[config.mk]
export PLATFORM = sky130hd
export DESIGN_NAME = ccl_cell
export DESIGN_NICKNAME = d
export VERILOG_FILES = /design/src/sv/ccl_pkg.sv /design/src/sv/ccl_cell.sv
export SDC_FILE = /design/constraint.sdc
export NUM_CORES = 1
export LEC_CHECK = 0
export ABC_CLOCK_PERIOD_IN_PS = 2500
export BUFFER_PORTS_ARGS = -buffer_cell sky130_fd_sc_hd__buf_4
export CORE_MARGIN = 4
export CORE_UTILIZATION = 35
export CTS_CLUSTER_DIAMETER = 40
export CTS_CLUSTER_SIZE = 25
export DETAILED_ROUTE_END_ITERATION = 8
export PLACE_DENSITY = 0.8
export SKIP_CTS_REPAIR_TIMING = 1
export SLEW_MARGIN = 20
export SYNTH_ARGS = -nofsm -noshare
export SYNTH_HDL_FRONTEND = slang
export SYNTH_SLANG_ARGS = --single-unit
[constraint.sdc]
create_clock -name clk -period 2.5 [get_ports clk]
set_input_delay 0.5 -clock clk [delete_from_list [all_inputs] [get_ports clk]]
set_output_delay 0.5 -clock clk [all_outputs]
set_load 0.01 [all_outputs]
[src/sv/ccl_pkg.sv]
package ccl_pkg;

  localparam int MAX_NODES = 256;
  localparam int IDX_W     = $clog2(MAX_NODES);
  localparam int CNT_W     = $clog2(MAX_NODES + 1);
  localparam int NODE_W    = 8;
  localparam int CFG_W     = 9;

  localparam logic OP_EDGE  = 1'b0;
  localparam logic OP_QUERY = 1'b1;

  typedef logic [IDX_W-1:0] lbl_t;

  typedef struct packed {
    logic             shift;
    logic             update;
    lbl_t             keep;
    lbl_t             drop;
    logic [CNT_W-1:0] limit;
  } ccl_ctl_t;

endpackage

[src/sv/ccl_cell.sv]
module ccl_cell (
  input  logic            clk,
  input  logic            rst_n,
  input  ccl_pkg::lbl_t    idx,
  input  ccl_pkg::ccl_ctl_t ctl,
  input  ccl_pkg::lbl_t    nbr,
  output ccl_pkg::lbl_t    lbl
);
  import ccl_pkg::*;

  lbl_t lbl_r;
  logic hit;

  assign hit = ctl.update && (lbl_r == ctl.drop) && (CNT_W'(idx) < ctl.limit);

  always_ff @(posedge clk) begin
    if (!rst_n) begin
      lbl_r <= idx;
    end else if (ctl.shift) begin
      lbl_r <= nbr;
    end else if (hit) begin
      lbl_r <= ctl.keep;
    end
  end

  assign lbl = lbl_r;

endmodule

=== Word-level counts from Yosys, hierarchy flattened ===
Index checks and enable logic that the tools add are counted.

* Register bits: 8
* Logic and storage cells: 9
* Bits of input ports: 45

* Equality and inequality tests: 2
* $lt $le $gt $ge: 1
* Reductions and logical operators: 2
* Muxes and demuxes: 3

{| class="wikitable"
|+ Operators with widths
! kind !! count
|-
| two-way mux 8 bit || 3
|-
| less-than comparator 8 x 9 -> 1 bit || 1
|-
| == test 8 bit || 1
|-
| inequality test 3 x 1 -> 1 bit, second input constant || 1
|-
| logical AND 1 bit || 2
|}

=== Depth between registers and ports, before layout ===
Gate-level depths: netlist (run 1).

* Word-level depth: 6
* Depth in mapped cells: 7
* Depth with buffers taken out: 7

=== Worst setup path after synthesis (run 1) ===
No wires, ideal clock.

* Kind: input to register
* From: in ctl[6] (netlist name)
* To: reg lbl_r[0], in the netlist lbl[0] (enable)
* Stages: 6
* Library setup time: 388 ps
* Data arrival time: 1968 ps
* Setup slack: 144 ps
* Path through: inv_1 > ha_1 > a21o_1 > a21oi_1 > o2111ai_1 > o311ai_1

* Longest elaborated chain between the ends: 3

{| class="wikitable"
|+ RTL lines
! what !! line !! RTL
|-
| start: declaration || ccl_cell.sv:5 || <nowiki>input ccl_pkg::ccl_ctl_t ctl,</nowiki>
|-
| less-than comparator 8 x 9 -> 1 bit || ccl_cell.sv:14 || <nowiki>assign hit = ctl.update && (lbl_r == ctl.drop) && (CNT_W'(idx) < ctl.limit);</nowiki>
|-
| logical AND 1 bit || ccl_cell.sv:14 ||
|-
| inequality test 3 x 1 -> 1 bit (no source line) || -- ||
|-
| end signal: assignment || ccl_cell.sv:18 || <nowiki>lbl_r <= idx;</nowiki>
|-
| end signal: assignment || ccl_cell.sv:20 || <nowiki>lbl_r <= nbr;</nowiki>
|-
| end signal: assignment || ccl_cell.sv:22 || <nowiki>lbl_r <= ctl.keep;</nowiki>
|-
| end: declaration || ccl_cell.sv:11 || <nowiki>lbl_t lbl_r;</nowiki>
|}

Every way passes these cells.
A chain may end at the register's enable or synchronous reset.

=== Worst setup path in the final report (run 1) ===
* From: in idx[6]
* To: reg lbl_r[5], in the netlist lbl[5] (enable)

* Longest elaborated chain between the ends: 3

{| class="wikitable"
|+ RTL lines
! what !! line !! RTL
|-
| start: declaration || ccl_cell.sv:4 || <nowiki>input ccl_pkg::lbl_t idx,</nowiki>
|-
| less-than comparator 8 x 9 -> 1 bit || ccl_cell.sv:14 ||
|-
| logical AND 1 bit || ccl_cell.sv:14 ||
|-
| inequality test 3 x 1 -> 1 bit (no source line) || -- ||
|}

Every way passes these cells.

==> impl_metrics.json, run 1 <==
{
  "status": "finished, final reports clean",
  "dpl_worst_slack_ps": 357,
  "track_usage": 0.143,
  "skew_ps": 3.14,
  "largest_register_ffs": 8,
  "clk_pin_slew_ps": 50,
  "setup_viol": 0,
  "wl_mm": 1.95,
  "syn_area_um2": 682,
  "clockBufferDepth": 2,
  "endpoint_kind": "flip-flop",
  "grt_max_degree": 18,
  "start_util": 0.382,
  "synth_cell_types": 20,
  "start_kind": "primary input",
  "max_freq_mhz": 530,
  "drc": 0,
  "ant_nets": 0,
  "rsz0062_at_grt": "no",
  "min_path_type": "primary input to flip-flop",
  "hpwl_mm": 1.70,
  "switching_share": 0.261,
  "relSlewSlack": 0.842,
  "area_growth_syn_to_layout_pct": 64.2,
  "io_buffers": 52,
  "finalCritPeriodShare": 0.755,
  "overflow": 0,
  "syn_area_per_cell_um2": 9.47,
  "clkPwrFrac": 0.228,
  "fin_crit_ps": 1890,
  "clk_latency_ps": 250,
  "num_vias": 701,
  "yosysSeqAreaShare": 0.352,
  "die_h_um": 52.1,
  "fin_setup_tns_ps": 0,
  "synthArstFlopShare": 0,
  "p_leak_nw": 0.566,
  "max-vdd-ir-drop_uv": 218,
  "ys.flop_type": "edfxtp_1",
  "drive_gt1_frac": 0.456,
  "grt_pass1_wl_mm": 2.82,
  "htree_levels": 1,
  "antenna_found_initial": 0,
  "netlist_instances": 72,
  "arrival_ps": 1840,
  "grt_pass1_vias": 671,
  "nNetsFinal": 179,
  "slew_violations": 0,
  "switchingPower_w": 0.000109,
  "antenna_cells": 0,
  "clock_sinks": 8,
  "crit_fanout": 8,
  "routedWlPerCell_um": 13.0,
  "drv_cap": 0,
  "drtIter0Drc": 17,
  "die_x_um": 52.1,
  "firstDrtPassIters": 4,
  "fill_cells": 162,
  "power-per-cell-area_nw_per_um2": 374,
  "cts_tree": "built",
  "comb_power_share": 0.361,
  "boundaryPins": 53,
  "worstSetupPathType": "primary input to flip-flop",
  "p_seq_frac": 0.411,
  "via_per_inst": 4.67,
  "synthesis.nets": 124,
  "p_int_w": 0.000309,
  "yosysWarnings": 0,
  "synth_edf_count": 8,
  "worst_slack_ps": 613,
  "hold_viol_final": 0,
  "gp_congestion": 0.705,
  "clock-root-buffer": "clkbuf_4",
  "row_count": 15,
  "power_w": 0.000418,
  "dieArea_um2": 2720,
  "cts_buffers": 3,
  "coreArea_um2": 1780,
  "worstMarginPinSlew_ps": 233,
  "ys_ff_latch": 8,
  "required_ps": 2460
}
-- metrics by stage --
stage | instances | cell area, um^2 | hold slack, ps | util
after floorplan | 72 | 682 | 726 | -
after global placement | 147 | 1100 | 835 | 0.615
after detailed placement | 147 | 1100 | 841 | 0.615
after CTS | 150 | 1120 | 581 | 0.628
after global routing | 150 | 1120 | 595 | 0.628
final | 150 | 1120 | 587 | 0.628
-- synthesized netlist by cell type (all sizes together), types with 2 or more instances --
master / number / area, um^2
edfxtp: 8 / 240
inv: 8 / 30.0
a21oi: 12 / 60.1
mux2i: 8 / 80.1
buf: 2 / 10.0
xnor2: 5 / 43.8
nor2: 8 / 30.0
xor2: 3 / 26.3
ha: 7 / 87.6
-- power groups by stage --
| stage | Sequential [W] | Clock, W | Combinational [W] |
|---|---|---|---|
| after floorplan | 0.000180 | 0 | 0.0000595 |
| after global placement | 0.000174 | 0 | 0.000149 |
| after detailed placement | 0.000175 | 0 | 0.000152 |
| after CTS | 0.000172 | 0.0000962 | 0.000152 |
| after global routing | 0.000173 | 0.000104 | 0.000167 |
| final | 0.000172 | 0.0000955 | 0.000151 |
-- critical path: stages --
cell	delay (ps)
buf_4	110
ha_1	300
a21o_1	160
a21oi_1	160
o2111ai_1	120
o311ai_1	280
buf_4	210
-- routing by layer --
layer,share of wire,track usage
met5,0,0
met4,0.0097,0.0511
met3,0.10,0.0458
met2,0.48,0.251
met1,0.41,0.159
-- cells in the final DEF (no fill, tap or decap), types with 3 or more instances in the layout --
| cell | count |
|---|---|
| a21oi_1 | 12 |
| buf_4 | 53 |
| clkbuf_4 | 3 |
| edfxtp_1 | 8 |
| ha_1 | 7 |
| inv_1 | 8 |
| mux2i_1 | 8 |
| nor2_1 | 8 |
| xnor2_1 | 5 |
| xor2_1 | 3 |
-- layout make-up --
class                   count  area, um^2  area share
multi-input cells          53         398       0.355
repair buffers             53         398       0.355
flip-flops and latches      8         240       0.215
well taps                  25        31.3      0.0279
inverters                   8        30.0      0.0268
clock buffers               3        22.5      0.0201
-- cells by family after synthesis --
family | share of synthesized area
AOI/OAI and AO/OA | 0.132
and+or+nand+nor | 0.103
buffers and inverters | 0.0642
xor gates and xnor gates | 0.103
muxes | 0.117
DFF | 0.352
adders and majority gates | 0.128
-- worst paths after layout --
kind,slack (ps),to,startpoint,depth (start not counted)
hold / removal,590,lbl[4],idx[4],3
setup reg to reg,790,lbl[5],lbl[6],5
setup / recovery,610,lbl[5],idx[6],7
hold reg to reg,980,lbl[6],lbl[7],4
Power figures use the tool's default switching activity.
==> run 2: changes to the inputs <==
--- a/config.mk
+++ b/config.mk
@@ -5,7 +5,7 @@
 export SDC_FILE = /design/constraint.sdc
 export NUM_CORES = 1
 export LEC_CHECK = 0
-export ABC_CLOCK_PERIOD_IN_PS = 2500
+export ABC_CLOCK_PERIOD_IN_PS = 1700
 export BUFFER_PORTS_ARGS = -buffer_cell sky130_fd_sc_hd__buf_4
 export CORE_MARGIN = 4
 export CORE_UTILIZATION = 35
==> constraint.sdc (replaced) <==
create_clock -name clk -period 1.7 [get_ports clk]
set_input_delay 0.34 -clock clk [delete_from_list [all_inputs] [get_ports clk]]
set_output_delay 0.34 -clock clk [all_outputs]
set_load 0.01 [all_outputs]
==> run 2 against run 1 <==
Compared with the run above: the run now ends with setup timing left; final cell count is 1.3% higher; die area stayed put; total power is 53% higher.
==> impl_metrics.json, run 2 (synthesis results as in run 1) <==
{
  "overflow": 0,
  "cts_tree": "built",
  "die_x_um": 52.1,
  "start_util": 0.382,
  "hold_start": "idx[2]",
  "seq_area_um2": 240,
  "r2r-end": "lbl[5]",
  "wl_mm": 1.96,
  "switchingPower_w": 0.000174,
  "slew_violations": 0,
  "coreArea_um2": 1780,
  "final_cell_mix": "buf_4, a21oi_1, mux2i_1, nor2_1, edfxtp_1",
  "track_usage": 0.163,
  "rsz0062_at_grt": "yes",
  "io_buffers": 52,
  "placed_cell_area_um2": 1170,
  "hold_path_end": "lbl[2]",
  "max-vdd-ir-drop_uv": 267,
  "hold_viol_final": 0,
  "drv_cap": 0,
  "endpoint_kind": "flip-flop",
  "drtIter0Drc": 6,
  "via_per_inst": 4.72,
  "routedWlPerCell_um": 12.9,
  "htree_levels": 1,
  "drc": 0,
  "grt_max_degree": 18,
  "die_h_um": 52.1,
  "failed_checks": "setup timing",
  "fill_cells": 156,
  "finalCritPeriodShare": 1.01,
  "required_ps": 1660,
  "worstSetupPathType": "flip-flop to flip-flop",
  "grt_pass1_vias": 785,
  "status": "finished, violations left",
  "clock_sinks": 8,
  "p_int_w": 0.000464,
  "firstDrtPassIters": 2,
  "clk_latency_ps": 250,
  "arrival_ps": 1680,
  "row_count": 15,
  "gp_congestion": 0.714,
  "dpl_worst_slack_ps": -222,
  "num_vias": 717,
  "ant_nets": 0,
  "power-per-cell-area_nw_per_um2": 536,
  "reg2reg_depth": 5,
  "antenna_cells": 0,
  "skew_ps": 8.11,
  "rrSetupSlack_ps": -20,
  "hpwl_mm": 1.77,
  "fin_setup_tns_ps": -116,
  "clockBufferDepth": 2,
  "p_seq_frac": 0.395,
  "dieArea_um2": 2720,
  "multi_input_area_um2": 442,
  "reg2reg_from": "lbl[4]",
  "min_path_type": "primary input to flip-flop",
  "worst_slack_ps": -21.9,
  "final_cell_area_um2": 1190,
  "worstMarginPinSlew_ps": 263,
  "area_growth_syn_to_layout_pct": 74.7,
  "clock-root-buffer": "clkbuf_4",
  "crit_fanout": 4,
  "nNetsFinal": 181,
  "clkPwrFrac": 0.223,
  "power_w": 0.000638,
  "comb_power_share": 0.382,
  "fin_crit_ps": 1720,
  "p_leak_nw": 0.580,
  "largest_register_ffs": 8,
  "antenna_found_initial": 0,
  "max_freq_mhz": 581,
  "setup_viol": 8,
  "relSlewSlack": 0.824,
  "drive_gt1_frac": 0.512,
  "grt_pass1_wl_mm": 3.26,
  "cts_buffers": 3,
  "start_kind": "flip-flop",
  "clk_pin_slew_ps": 60,
  "boundaryPins": 53,
  "hold_depth": 3,
  "switching_share": 0.273,
  "final_common_cell": "buf_4"
}
[run 2: changes by cell type in the layout (fill, tap and decap cells not counted)]
| cell | change |
|---|---|
| o311ai_4 | +1 |
| o311ai_1 | -1 |
| ha_1 | -1 |
| buf_4 | +2 |
| a21oi_1 | -2 |
| o2111ai_2 | +1 |
| o2111ai_1 | -1 |
| inv_1 | -1 |
| ha_4 | +1 |
| inv_12 | +1 |
| a21oi_2 | +2 |
[run 2: per-stage QoR]
stage	utilization	hold WS, ps	cells
5_1_grt	0.668	441	152
2_1_floorplan	-	567	72
3_5_place_dp	0.655	679	149
3_3_place_gp	0.655	682	149
4_1_cts	0.668	434	152
6_report	0.668	428	152
[run 2: area by class of cell]
class                   count  area share
clock buffers               3      0.0189
multi-input cells          53       0.371
flip-flops and latches      8       0.202
inverters                   8      0.0357
well taps                  25      0.0263
repair buffers             55       0.347
[run 2: power by group through the flow]
stage	registers (W)	clock network (W)	logic, W
finish	0.000252	0.000142	0.000244
global route	0.000255	0.000159	0.000271
CTS	0.000253	0.000142	0.000246
detailed placement	0.000257	0	0.000245
global placement	0.000256	0	0.000238
floorplan	0.000264	0	0.000101
[run 2: worst max path at each step]
| stage | start | depth (start not counted) | end | slack, ps |
|---|---|---|---|---|
| floorplan | ctl[6] | 6 | lbl[0] | -60 |
| global placement | ctl[6] | 8 | lbl[2] | -200 |
| detailed placement | ctl[6] | 8 | lbl[6] | -220 |
| CTS | lbl[6] | 5 | lbl[5] | -20 |
| global route | lbl[6] | 5 | lbl[5] | -80 |
| finish | lbl[4] | 5 | lbl[5] | -20 |
[run 2: worst max-delay path: stages, from the launching register on]
cell and delay, ps:
edfxtp_1 420, xor2_1 170, nor3_2 230, o2111ai_2 170
o311ai_4 260, buf_4 190
[run 2: per-layer routing]
metal,track usage,routed length [um],vias up
met3,0.0229,123,2
met5,0,0,-
met4,0.0511,19,0
met1,0.185,757,320
met2,0.308,1060,27
li1,-,-,368
