[src/sv/ccl_pkg.sv]
package ccl_pkg;

  localparam int MAX_NODES = 256;
  localparam int IDX_W     = $clog2(MAX_NODES);
  localparam int CNT_W     = $clog2(MAX_NODES + 1);
  localparam int NODE_W    = 8;
  localparam int CFG_W     = 9;

  localparam logic OP_EDGE  = 1'b0;
  localparam logic OP_QUERY = 1'b1;

  typedef logic [IDX_W-1:0] lbl_t;

  typedef struct packed {
    logic             shift;
    logic             update;
    lbl_t             keep;
    lbl_t             drop;
    logic [CNT_W-1:0] limit;
  } ccl_ctl_t;

endpackage

[src/sv/ccl_ctrl.sv]
module ccl_ctrl (
  input  logic                       clk,
  input  logic                       rst_n,
  input  logic                       cfg_wr_en,
  input  logic [ccl_pkg::CFG_W-1:0]  cfg_wr_data,
  input  logic                       in_valid,
  output logic                       in_ready,
  input  logic                       in_operation,
  input  logic [ccl_pkg::NODE_W-1:0] in_node_a,
  input  logic [ccl_pkg::NODE_W-1:0] in_node_b,
  output logic                       out_valid,
  input  logic                       out_ready,
  output logic [ccl_pkg::NODE_W-1:0] out_label,
  output logic                       out_merged,
  input  ccl_pkg::lbl_t               head_lbl,
  output ccl_pkg::ccl_ctl_t           ctl
);
  import ccl_pkg::*;

  typedef enum logic [1:0] {
    ST_IDLE,
    ST_SCAN,
    ST_DECIDE,
    ST_FINISH
  } state_t;

  state_t              state_r;
  logic                op_r;
  logic [NODE_W-1:0]   a_r;
  logic [NODE_W-1:0]   b_r;
  logic [IDX_W-1:0]    cnt_r;
  lbl_t                keep_r;
  lbl_t                drop_r;
  logic [CFG_W-1:0]    count_r;
  logic                out_valid_r;
  logic [NODE_W-1:0]   out_label_r;
  logic                out_merged_r;
  logic [NODE_W-1:0]   res_label_r;
  logic                res_merged_r;

  logic [CNT_W-1:0]    n_eff;
  logic                a_ok;
  logic                b_ok;
  logic                merge;
  logic                in_tbl;
  logic                out_free;

  always_comb begin
    if (count_r == '0) begin
      n_eff = CNT_W'(1);
    end else if (32'(count_r) > MAX_NODES) begin
      n_eff = CNT_W'(MAX_NODES);
    end else begin
      n_eff = CNT_W'(count_r);
    end
  end

  assign a_ok     = 32'(a_r) < 32'(n_eff);
  assign b_ok     = 32'(b_r) < 32'(n_eff);
  assign merge    = (op_r == OP_EDGE) && a_ok && b_ok && (keep_r != drop_r);
  assign in_tbl   = 32'(a_r) < MAX_NODES;
  assign out_free = !out_valid_r || out_ready;

  always_ff @(posedge clk) begin
    if (!rst_n) begin
      state_r     <= ST_IDLE;
      count_r     <= CFG_W'(256);
      out_valid_r <= 1'b0;
    end else begin
      if (cfg_wr_en) begin
        count_r <= cfg_wr_data;
      end
      if ((state_r == ST_FINISH) && out_free) begin
        out_valid_r <= 1'b1;
      end else if (out_ready) begin
        out_valid_r <= 1'b0;
      end
      unique case (state_r)
        ST_IDLE: begin
          if (in_valid) begin
            op_r    <= in_operation;
            a_r     <= in_node_a;
            b_r     <= in_node_b;
            cnt_r   <= '0;
            state_r <= ST_SCAN;
          end
        end
        ST_SCAN: begin
          if (32'(cnt_r) == 32'(a_r)) begin
            keep_r <= head_lbl;
          end
          if (32'(cnt_r) == 32'(b_r)) begin
            drop_r <= head_lbl;
          end
          cnt_r <= cnt_r + 1'b1;
          if (32'(cnt_r) == MAX_NODES - 1) begin
            state_r <= ST_DECIDE;
          end
        end
        ST_DECIDE: begin
          res_merged_r <= merge;
          res_label_r  <= (merge || in_tbl) ? NODE_W'(keep_r) : a_r;
          state_r      <= ST_FINISH;
        end
        ST_FINISH: begin
          if (out_free) begin
            out_label_r  <= res_label_r;
            out_merged_r <= res_merged_r;
            state_r      <= ST_IDLE;
          end
        end
        default: state_r <= ST_IDLE;
      endcase
    end
  end

  assign in_ready   = (state_r == ST_IDLE);
  assign out_valid  = out_valid_r;
  assign out_label  = out_label_r;
  assign out_merged = out_merged_r;

  assign ctl.shift  = (state_r == ST_SCAN);
  assign ctl.update = (state_r == ST_DECIDE) && merge;
  assign ctl.keep   = keep_r;
  assign ctl.drop   = drop_r;
  assign ctl.limit  = n_eff;

endmodule

[config.mk]
export PLATFORM = sky130hd
export DESIGN_NAME = ccl_ctrl
export DESIGN_NICKNAME = d
export VERILOG_FILES = /design/src/sv/ccl_pkg.sv /design/src/sv/ccl_ctrl.sv
export SDC_FILE = /design/constraint.sdc
export NUM_CORES = 1
export LEC_CHECK = 0
export ABC_AREA = 1
export BUFFER_PORTS_ARGS = -buffer_cell sky130_fd_sc_hd__clkbuf_2
export CAP_MARGIN = 20
export CORE_ASPECT_RATIO = 1.25
export CORE_MARGIN = 2
export CORE_UTILIZATION = 23
export DETAILED_ROUTE_END_ITERATION = 12
export SLEW_MARGIN = 0
export SYNTH_ARGS = -nofsm -noshare
export SYNTH_HDL_FRONTEND = slang
export SYNTH_SLANG_ARGS = --single-unit
[constraint.sdc]
create_clock -name clk -period 5.25 [get_ports clk]
set_input_delay 1.05 -clock clk [delete_from_list [all_inputs] [get_ports clk]]
set_output_delay 1.05 -clock clk [all_outputs]
set_load 0.02 [all_outputs]
Word-level counts from Yosys, hierarchy flattened. Cells that the tools add are included.

Logic and storage cells: 56. Register bits after elaboration: 71. Input bits: 39. Output and inout bits: 38.

Reductions and logical operators: 18. $lt $le $gt $ge: 3. Bitwise logic cells: 1. Multiplexer cells: 10. Eq/ne operators: 10. Add/subtract/negate cells: 1.

Operators by type and width (count): less-than comparator 8 x 9 -> 1 bit (2); 2-to-1 mux 9 bit (2); AND reduction 3 bit (6); equality test 8 bit (2); one-hot mux 8 bit (2 select lines) (1); > comparator 9 bit, second input constant (1); logical NOT 9 bit (1); adder 8 x 1 -> 8 bit, second input constant (1); equality test 8 bit, second input constant (1); 2-to-1 mux 8 bit (1); inequality test 8 bit (1); one-hot mux 2 bit (4 select lines) (1); 2-to-1 mux 2 bit (3); logical AND 1 bit (5); equality test 2 bit, second input constant (2); inequality test 2 bit, second input constant (2); nonzero test 2 bit (2); equality test 2 x 1 -> 1 bit, second input constant (1); logical NOT 2 bit (1); 2-to-1 mux 1 bit (2); inequality test 2 x 1 -> 1 bit, second input constant (1); AND reduction 2 bit (1); logical NOT 1 bit (1); logical OR 1 bit (1); NOT 1 bit (1).

Depth between registers and ports, before layout. Gate-level depths: netlist of the first run.

Depth in word-level cells: 8. Depth in mapped cells: 16.

Least setup slack after synthesis of the first run. OpenSTA, ideal clock, no wires.

Path kind: reg-to-output. Start point: reg count_r[2]. End point: out ctl[25] (netlist name). Stages on the path, launching flop included: 17. Path buffers: 0. Required time: 4200 ps. Arrival time: 2155 ps. Slack: 2045 ps. Cells stage by stage: dfxtp_1 > nor2_1 > nand2_1 > nor2_1 > nor2_1 > nor2_1 > inv_1 > ha_1 > nand2_1 > nand2_1 > nand2_1 > nand2_1 > a21oi_1 > nand2_1 > nor2_1 > nand3_1 > nor2_1.

RTL lines: from (decl) (RTL line ccl_ctrl.sv:34) `logic [CFG_W-1:0] count_r;`; from (signal assigned) (RTL line ccl_ctrl.sv:71) `count_r <= cfg_wr_data;`; to (decl) (RTL line ccl_ctrl.sv:16) `output ccl_pkg::ccl_ctl_t ctl`.

==> run_results.csv, run 1 <==
group,metric,value,unit
timing,setup-tns-final,0,ns
place,port-buffer-count,76,
route,vias,2402,
synth,post-synth-top-area-fraction,0.540,
pwr,leakage,1.78,nW
timing,timing_worst_slew_pin_value,0.965,ns
timing,period_minus_slack,3.65,ns
hold_path,hold_path_class,"reg2reg",
grt,grt_pass1_wl,12300,um
floorplan,die_y,137,um
synth,synth.net_count,367,
floorplan,fp-row-count,48,
timing,hold_slack,0.415,ns
clock_network,cts_num_sinks,71,
place,placed_cells_incl_taps,557,
worst_setup_path,critical_path.startpoint_type,"register",
place,place_hpwl,6060,um
floorplan,floorplan.initialDensity,0.236,
place,placed_cell_area,3840,um2
run_status,run_status,"finished, final reports clean",
worst_setup_path,critical_path_peak_fanout,3,
finish,post_route_cells_drive_above_1_share,0.249,
grt,grt_antenna_before_repair,0,
synth,number_of_synthesized_flops_with_an_enable_pin,59,
synth,synth_commonest_cells,"edfxtp_1, nand2_1, nor2_1",
pwr,power.share.sequential,0.446,
worst_setup_path,crit-reg2reg-launch,"state_r[1]",
worst_setup_path,critical_path_required,4.20,ns
route,drt_iter0_drc,87,
synth,postSynth.asyncResetShare,0,
timing,final.setup.worst_slack,1.60,ns
synth,synthCells,309,
grt,via_count_of_the_first_global_routing_pass,2439,
route,drt-total-wl,7690,um
worst_setup_path,path_class,"reg2out",
clock_network,cts_max_path_buffers,2,
flow_run,maxCapViolations,0,
finish,final_core_utilization,0.298,
place,routabilityCongestion,0.869,
hold_path,holdCritStartpoint,"res_label_r[2]",
clock_network,buffer_type_at_the_clock_tree_root,"clkbuf_16",
floorplan,die_area,15200,um2
finish,antenna_cells,0,
grt,overflow,0,
synth,most_repeated_cell_in_the_gate_level_netlist_after_synthesis,"edfxtp_1",
worst_setup_path,critical_path.startpoint,"count_r[2]",
pwr,sw_frac_of_total,0.294,
grt,grt_start_max_net_pins,18,
pwr,p_comb_frac,0.193,
finish,fin_area,4140,um2
floorplan,io_pins,77,
clock_network,total_setup_buffers_inserted_after_cts,0,
pwr,power.share.clock,0.361,
clock_network,cts_made_buffers,9,
clock_network,clk_pin_slew,0.06,ns
hold_path,hold_depth,0,
finish,finish.cell_count_without_fillers,573,
finish,final_net_count,451,
timing,finalClockSkew,0.00633,ns
grt,tot_gr_track_use,0.106,
clock_network,cts_hold_repair.buffers,0,
pwr,switchingPower,0.488,mW
timing,grt_setup_unrepaired,"no",
route,drc,0,
pwr,power_density,401,nW/um2
clock_network,cts-htree-levels,3,
route,ant_nets,0,
synth,postSynthAreaPerCell,10.6,um2
pwr,cellInternalPower,1.17,mW
place,dpl_worst_slack,1.98,ns
synth,post_synthesis_sequential_element_count,71,
route,drt_pass1_iterations,4,
synth,ys_seq_area_frac,0.614,
floorplan,placeable_area,13900,um2
timing,fin_crit_sh,0.695,
timing,setup_viol,0,
timing,slew_headroom,0.354,
synth,post_synth_main_area_contributors,"edfxtp_1, dfxtp_1, ha_1, nand2_1, nor2_1",
worst_setup_path,endpoint_kind,"primary output",
synth,yosys.area.top_type,"edfxtp_1",
floorplan,die_w,111,um
route,vias_per_cell,4.19,
pwr,vdd_drop_max,0.166,mV
worst_setup_path,r2r_cell_count,6,
route,detail_route.wl_per_cell,13.4,um
synth,synth_ff_type,"edfxtp_1",
worst_setup_path,critPathArrivalTime,2.60,ns
clock_network,ctsResizeCount,0,
timing,hold_violations,0,
finish,layout-area-overhead-vs-synth,26.2,%
synth,synth_warnings,0,
clock_network,clock_latency_on_the_worst_skew_pair,0.33,ns
pwr,totalPowerFinal,1.66,mW
timing,finalMaxSlewViolations,0,
clock_network,clock_tree_from_tritoncts,"done",
timing,fmaxAchievable,274,MHz
synth,synth.cell_area,3280,um2
synth,synth.distinct_cells,28,
[cell families after synthesis]
family                   Yosys count  share of synthesized area
AO/OA/AOI/OAI                     45                     0.0771
flip-flops                        71                      0.614
XOR/XNOR                          11                     0.0294
adder cells (fa/ha/maj)           19                     0.0725
buffers and inverters             47                     0.0630
AND/OR/NAND/NOR                  116                      0.144
[final timing paths]
| kind | endpoint | slack [ns] |
|---|---|---|
| setup / recovery | ctl[25] | 1.60 |
| hold / removal | out_label[2] | 0.42 |
| setup reg to reg | drop_r[7] | 2.91 |
| hold reg to reg | out_label[2] | 0.42 |
[sequential cells by signal, indices dropped and copies added, names as in the netlist, 2 cells and up]
| register | flops |
|---|---|
| b_r | 8 |
| count_r | 9 |
| a_r | 8 |
| keep_r | 8 |
| res_label_r | 8 |
| state_r | 2 |
| cnt_r | 8 |
| out_label | 8 |
| drop_r | 8 |
[power groups by stage]
stage | Clock [mW] | Sequential (mW) | Combinational [mW]
6_report | 0.598 | 0.741 | 0.320
5_1_grt | 0.646 | 0.748 | 0.370
4_1_cts | 0.626 | 0.740 | 0.325
3_5_place_dp | 0 | 0.752 | 0.323
3_3_place_gp | 0 | 0.749 | 0.311
2_1_floorplan | 0 | 0.736 | 0.247
[final cells by class]
class,count,area (um2)
Timing Repair Buffer,77,388
Sequential cell,71,2010
Clock buffer,9,225
Clock inverter,7,71.3
Inverter,43,161
Tap cell,175,219
Multi-Input combinational cell,191,1060
Fill cell,1417,9740
[routing by layer]
metal / global-route usage / routed length (um) / vias to the layer above
met1: 0.115 / 3220 / 1129
li1: - / - / 1206
met3: 0.0405 / 372 / 14
met2: 0.183 / 3910 / 53
met4: 0.0528 / 188 / 0
met5: 0 / 0 / -
[placed cells by master, fill, tap and decap left out, drive strengths merged]
master and count:
nor3 4, clkinv 3, clkbuf 85, o21ai 16, o21a 1, o22ai 6, a21oi 18, a221oi 1
clkinvlp 2, edfxtp 59, inv 44, buf 1, ha 19, nor2 47, o2111ai 1, xor2 8
a211oi 1, bufinv 1, dfxtp 12, a22o 1, xnor2 3, nand2 57, nand3 8
[worst max-delay path, cell delays in order (launching register included)]
cell and delay [ns]:
dfxtp_1 0.32, nor2_1 0.11, nand2_1 0.06, nor2_1 0.12, nor2_1 0.07, nor2_1 0.17, inv_1 0.10, ha_1 0.31
nand2_1 0.07, nand2_1 0.05, nand2_1 0.05, nand2_1 0.07, a21oi_1 0.12, nand2_1 0.07, nor2_1 0.08, nand3_1 0.09
nor2_1 0.18, clkbuf_2 0.20
Note: power is estimated with default switching activity, not from simulation.
==> run 2: changes to the inputs <==
- clock period: 5.25 -> 3.4 ns (I/O delays scaled with it)
==> run_results.csv, run 2 (synthesis gave the netlist of run 1 again) <==
group,metric,value,unit
run_status,run_status,"finished, final reports clean",
hold_path,hold_path_class,"reg2reg",
clock_network,cts-htree-levels,3,
route,drt_iter0_drc,124,
grt,tot_gr_track_use,0.107,
worst_setup_path,critical_path_peak_fanout,3,
worst_setup_path,crit-reg2reg-launch,"count_r[5]",
finish,mostFrequentLayoutCell,"clkbuf_2",
route,drt-total-wl,7790,um
pwr,vdd_drop_max,0.236,mV
finish,layout-area-overhead-vs-synth,27.8,%
finish,top_reg_by_flops,"count_r",
place,placed_cell_area,3850,um2
worst_setup_path,r2r_slack,1.13,ns
pwr,power_density,599,nW/um2
grt,overflow,0,
place,place_hpwl,6060,um
timing,fin_crit_sh,0.938,
grt,grt_start_max_net_pins,18,
route,vias,2397,
finish,antenna_cells,0,
timing,fmaxAchievable,313,MHz
floorplan,fp-row-count,48,
floorplan,io_pins,77,
timing,timing_worst_slew_pin_value,0.895,ns
hold_path,hold_depth,0,
floorplan,die_y,137,um
clock_network,clock_latency_on_the_worst_skew_pair,0.33,ns
floorplan,die_w,111,um
route,vias_per_cell,4.16,
route,drt_pass1_iterations,5,
grt,grt_pass1_wl,12300,um
floorplan,die_area,15200,um2
timing,setup-tns-final,0,ns
worst_setup_path,critPathArrivalTime,2.51,ns
route,detail_route.wl_per_cell,13.5,um
grt,grt_antenna_before_repair,0,
worst_setup_path,critical_path_required,2.72,ns
place,routabilityCongestion,0.871,
timing,setup_viol,0,
timing,slew_headroom,0.401,
timing,finalClockSkew,0.00562,ns
hold_path,worst_hold_path.endpoint,"out_label[2]",
timing,period_minus_slack,3.19,ns
worst_setup_path,critical_path.startpoint_type,"register",
floorplan,floorplan.initialDensity,0.236,
worst_setup_path,endpoint_kind,"primary output",
route,drc,0,
finish,fin_area,4190,um2
clock_network,cts_max_path_buffers,2,
clock_network,cts_num_sinks,71,
timing,hold_violations,0,
clock_network,clk_pin_slew,0.06,ns
floorplan,placeable_area,13900,um2
finish,largest_register_ff_count,9,
finish,final_net_count,454,
worst_setup_path,path_class,"reg2out",
clock_network,buffer_type_at_the_clock_tree_root,"clkbuf_16",
timing,hold_slack,0.412,ns
hold_path,holdCritStartpoint,"res_label_r[2]",
pwr,totalPowerFinal,2.51,mW
pwr,leakage,1.79,nW
clock_network,cts_made_buffers,9,
flow_run,maxCapViolations,0,
route,ant_nets,0,
clock_network,clock_tree_from_tritoncts,"done",
worst_setup_path,r2r-end,"res_merged_r",
grt,via_count_of_the_first_global_routing_pass,2453,
worst_setup_path,r2r_cell_count,14,
finish,most-common-layout-cells,"clkbuf_2, edfxtp_1, nand2_1, nor2_1, inv_1",
place,port-buffer-count,76,
timing,finalMaxSlewViolations,0,
finish,post_route_cells_drive_above_1_share,0.292,
-- run 2: cell types whose count changed in the layout (fill, tap and decap cells not counted), sizes merged --
cell,change
clkbuf,-1
bufinv,-1
clkinv,+1
buf,+4
-- run 2: per-layer routing --
| metal | share of wire | wire length, um | global-route usage |
|---|---|---|---|
| met5 | 0 | 0 | 0 |
| met4 | 0.035 | 274 | 0.0597 |
| met3 | 0.052 | 404 | 0.0392 |
| met2 | 0.51 | 3980 | 0.185 |
| met1 | 0.40 | 3140 | 0.113 |
-- run 2: cell type report --
| cell class | instances | area, um2 |
|---|---|---|
| Clock buffer | 9 | 225 |
| Multi-Input combinational cell | 191 | 1110 |
| Timing Repair Buffer | 80 | 417 |
| Clock inverter | 7 | 46.3 |
| Fill cell | 1405 | 9680 |
| Sequential cell | 71 | 2010 |
| Tap cell | 175 | 219 |
| Inverter | 43 | 161 |
-- run 2: worst max-delay path: stages (launching register included) --
cell and delay, ns:
dfxtp_2 0.33, nor2_2 0.11, nand3_1 0.08, nor2_2 0.14, nor2_2 0.05, nor2_2 0.17, inv_2 0.09, ha_4 0.27
nand2_1 0.05, nor3_1 0.31, nand2_1 0.09, nor2_1 0.11, nand2_1 0.06, nand3_1 0.11, nor2_2 0.07, buf_6 0.13
-- run 2: metrics by stage --
step	setup slack (ns)	instances	utilization
final	0.210	576	0.302
after detailed placement	0.487	559	0.278
after global routing	-0.0203	576	0.302
after CTS	0.112	575	0.297
after floorplan	0.565	309	-
after global placement	0.499	559	0.278
-- run 2: power by group --
group          switching (mW)  internal, mW  leakage [nW]  total (mW)
clock network           0.359         0.493         0.130       0.852
logic                   0.328         0.184          1.02       0.513
registers              0.0795          1.07         0.640        1.15
total                   0.767          1.74          1.79        2.51
-- run 2: how the worst max path moves through the flow --
stage	slack (ns)	from	cells past startpoint	end
6_report	0.21	count_r[5]	15	ctl[25]
5_1_grt	-0.02	count_r[5]	17	ctl[25]
4_1_cts	0.11	count_r[0]	17	ctl[25]
3_5_place_dp	0.49	count_r[0]	17	ctl[25]
3_3_place_gp	0.50	count_r[2]	17	ctl[25]
2_1_floorplan	0.57	count_r[2]	16	ctl[25]
-- run 2: what timing repair did --
action,in CTS,in global routing
endpoints found under the setup margin,0,1
gates resized for setup,0,18
hold buffers,0,0
buffers inserted,0,1
==> run 3: changes to the inputs <==
- CTS_BUF_LIST: not set -> sky130_fd_sc_hd__clkbuf_8
- SETUP_SLACK_MARGIN: not set -> 0.02
==> run_results.csv, run 3 (synthesis gave the netlist of run 1 again) <==
group,metric,value,unit
floorplan,io_pins,77,
pwr,sw_frac_of_total,0.328,
worst_setup_path,critical_path_required,2.72,ns
worst_setup_path,critPathArrivalTime,2.55,ns
place,routabilityCongestion,0.871,
finish,finish.cell_count_without_fillers,576,
clock_network,clk_pin_slew,0.08,ns
clock_network,buffer_type_at_the_clock_tree_root,"clkbuf_8",
finish,post_route_cells_drive_above_1_share,0.309,
timing,setup-tns-final,0,ns
route,ant_nets,0,
clock_network,cts_hold_repair.buffers,0,
place,dpl_worst_slack,0.487,ns
grt,via_count_of_the_first_global_routing_pass,2449,
grt,grt_pass1_wl,12200,um
grt,overflow,0,
route,met2_length,4010,um
worst_setup_path,critical_path.startpoint_type,"register",
clock_network,cts_num_sinks,71,
clock_network,cts-htree-levels,3,
finish,final_net_count,454,
hold_path,hold_path_class,"reg2reg",
route,highest_layer,"met4",
route,drt-total-wl,7810,um
pwr,p_comb_frac,0.230,
timing,timing_worst_slew_pin_value,0.911,ns
timing,final.setup.worst_slack,0.169,ns
timing,fin_crit_sh,0.950,
grt,tot_gr_track_use,0.106,
route,detail_route.wl_per_cell,13.6,um
route,wire_length_the_detailed_router_placed_on_met1,3090,um
timing,setup_viol,0,
clock_network,cts_made_buffers,9,
worst_setup_path,timing.critical_path.cells,"nor2_2, nand3_1, nor2_2, nor2_2, nor2_2, inv_2, ha_4, nand2_1, nor3_1, nand2_1, nor2_1, nand2_1, nand3_1, nor2_2, buf_6",
clock_network,clock_latency_on_the_worst_skew_pair,0.35,ns
finish,top_reg_by_flops,"count_r",
finish,most-common-layout-cells,"clkbuf_2, edfxtp_1, nand2_1, nor2_1, inv_1",
worst_setup_path,r2r_cell_count,14,
worst_setup_path,path_class,"reg2out",
floorplan,fp-row-count,48,
run_status,run_status,"finished, final reports clean",
pwr,power_density,549,nW/um2
clock_network,cts_max_path_buffers,2,
place,place_hpwl,6060,um
place,placed_cell_area,3850,um2
clock_network,clock_tree_from_tritoncts,"done",
pwr,switchingPower,0.741,mW
floorplan,floorplan.initialDensity,0.236,
timing,hold_slack,0.416,ns
timing,finalClockSkew,0.00626,ns
finish,fin_area,4110,um2
floorplan,die_y,137,um
grt,grt_start_max_net_pins,18,
timing,fmaxAchievable,309,MHz
flow_run,maxCapViolations,0,
route,vias,2397,
pwr,power.share.clock,0.263,
route,vias_per_cell,4.16,
timing,hold_violations,0,
timing,period_minus_slack,3.23,ns
place,placed_cells_incl_taps,559,
floorplan,die_area,15200,um2
timing,slew_headroom,0.390,
floorplan,placeable_area,13900,um2
worst_setup_path,crit_slowest_cell,"dfxtp_1",
route,wl_met3,430,um
pwr,power.share.sequential,0.508,
pwr,leakage,1.74,nW
route,drc,0,
pwr,vdd_drop_max,0.201,mV
route,drt_pass1_iterations,4,
floorplan,die_w,111,um
timing,finalMaxSlewViolations,0,
worst_setup_path,cp_common_cell,"nor2_2",
place,port-buffer-count,76,
worst_setup_path,critical_path_peak_fanout,3,
worst_setup_path,critical_path.max_stage_delay,0.34,ns
finish,layout-area-overhead-vs-synth,25.5,%
grt,grt_antenna_before_repair,0,
hold_path,hold_depth,0,
finish,largest_register_ff_count,9,
finish,antenna_cells,0,
finish,mostFrequentLayoutCell,"clkbuf_2",
finish,final_core_utilization,0.296,
worst_setup_path,endpoint_kind,"primary output",
route,drt_iter0_drc,143,
pwr,cellInternalPower,1.52,mW
pwr,totalPowerFinal,2.26,mW
run 3: cell count changes in the layout (fill, tap and decap cells not counted):
cell       before  now
clkbuf_16       9    0
clkbuf_8        0    9
dfxtp_1        10    7
dfxtp_2         2    5
nand2_1        54   51
nand2_2         3    6
ha_1           17   16
ha_4            2    3
run 3: power groups by stage:
stage / clock (mW) / combinational [mW] / sequential [mW]
floorplan: 0 / 0.381 / 1.14
global placement: 0 / 0.481 / 1.16
detailed placement: 0 / 0.500 / 1.16
CTS: 0.621 / 0.502 / 1.14
global route: 0.663 / 0.595 / 1.16
finish: 0.593 / 0.518 / 1.15
run 3: layout make-up:
type	instances	area, um2
timing repair buffer	80	417
tap	175	219
clock inverter	7	46.3
sequential	71	2020
clock buffer	9	124
inverter	43	161
fill	1419	9760
multi-input combinational	191	1130
run 3: metal layers:
metal,vias up,GRT usage
li1,1206,-
met1,1098,0.113
met2,72,0.185
met3,21,0.0392
met4,0,0.0556
met5,-,0
run 3: path summary, 6_finish.rpt:
| path | from | end | slack [ns] |
|---|---|---|---|
| worst max register to register | count_r[4] | res_merged_r | 1.11 |
| worst max-delay path | count_r[4] | ctl[25] | 0.17 |
| worst min-delay path | res_label_r[2] | out_label[2] | 0.42 |
| worst min register to register | res_label_r[2] | out_label[2] | 0.42 |
run 3: what timing repair did:
action | in CTS | in global routing
endpoints found under the setup margin | 0 | 1
gates resized for setup | 0 | 25
buffers inserted | 0 | 1
endpoints found under the hold margin | 0 | 0
run 3: worst max-delay path: cells and delay by family, from the launching register on:
| family | cells | cell delay [ns] |
|---|---|---|
| fa+ha+maj | 1 | 0.28 |
| flops | 1 | 0.34 |
| buf+inv | 2 | 0.22 |
| simple gates | 12 | 1.35 |
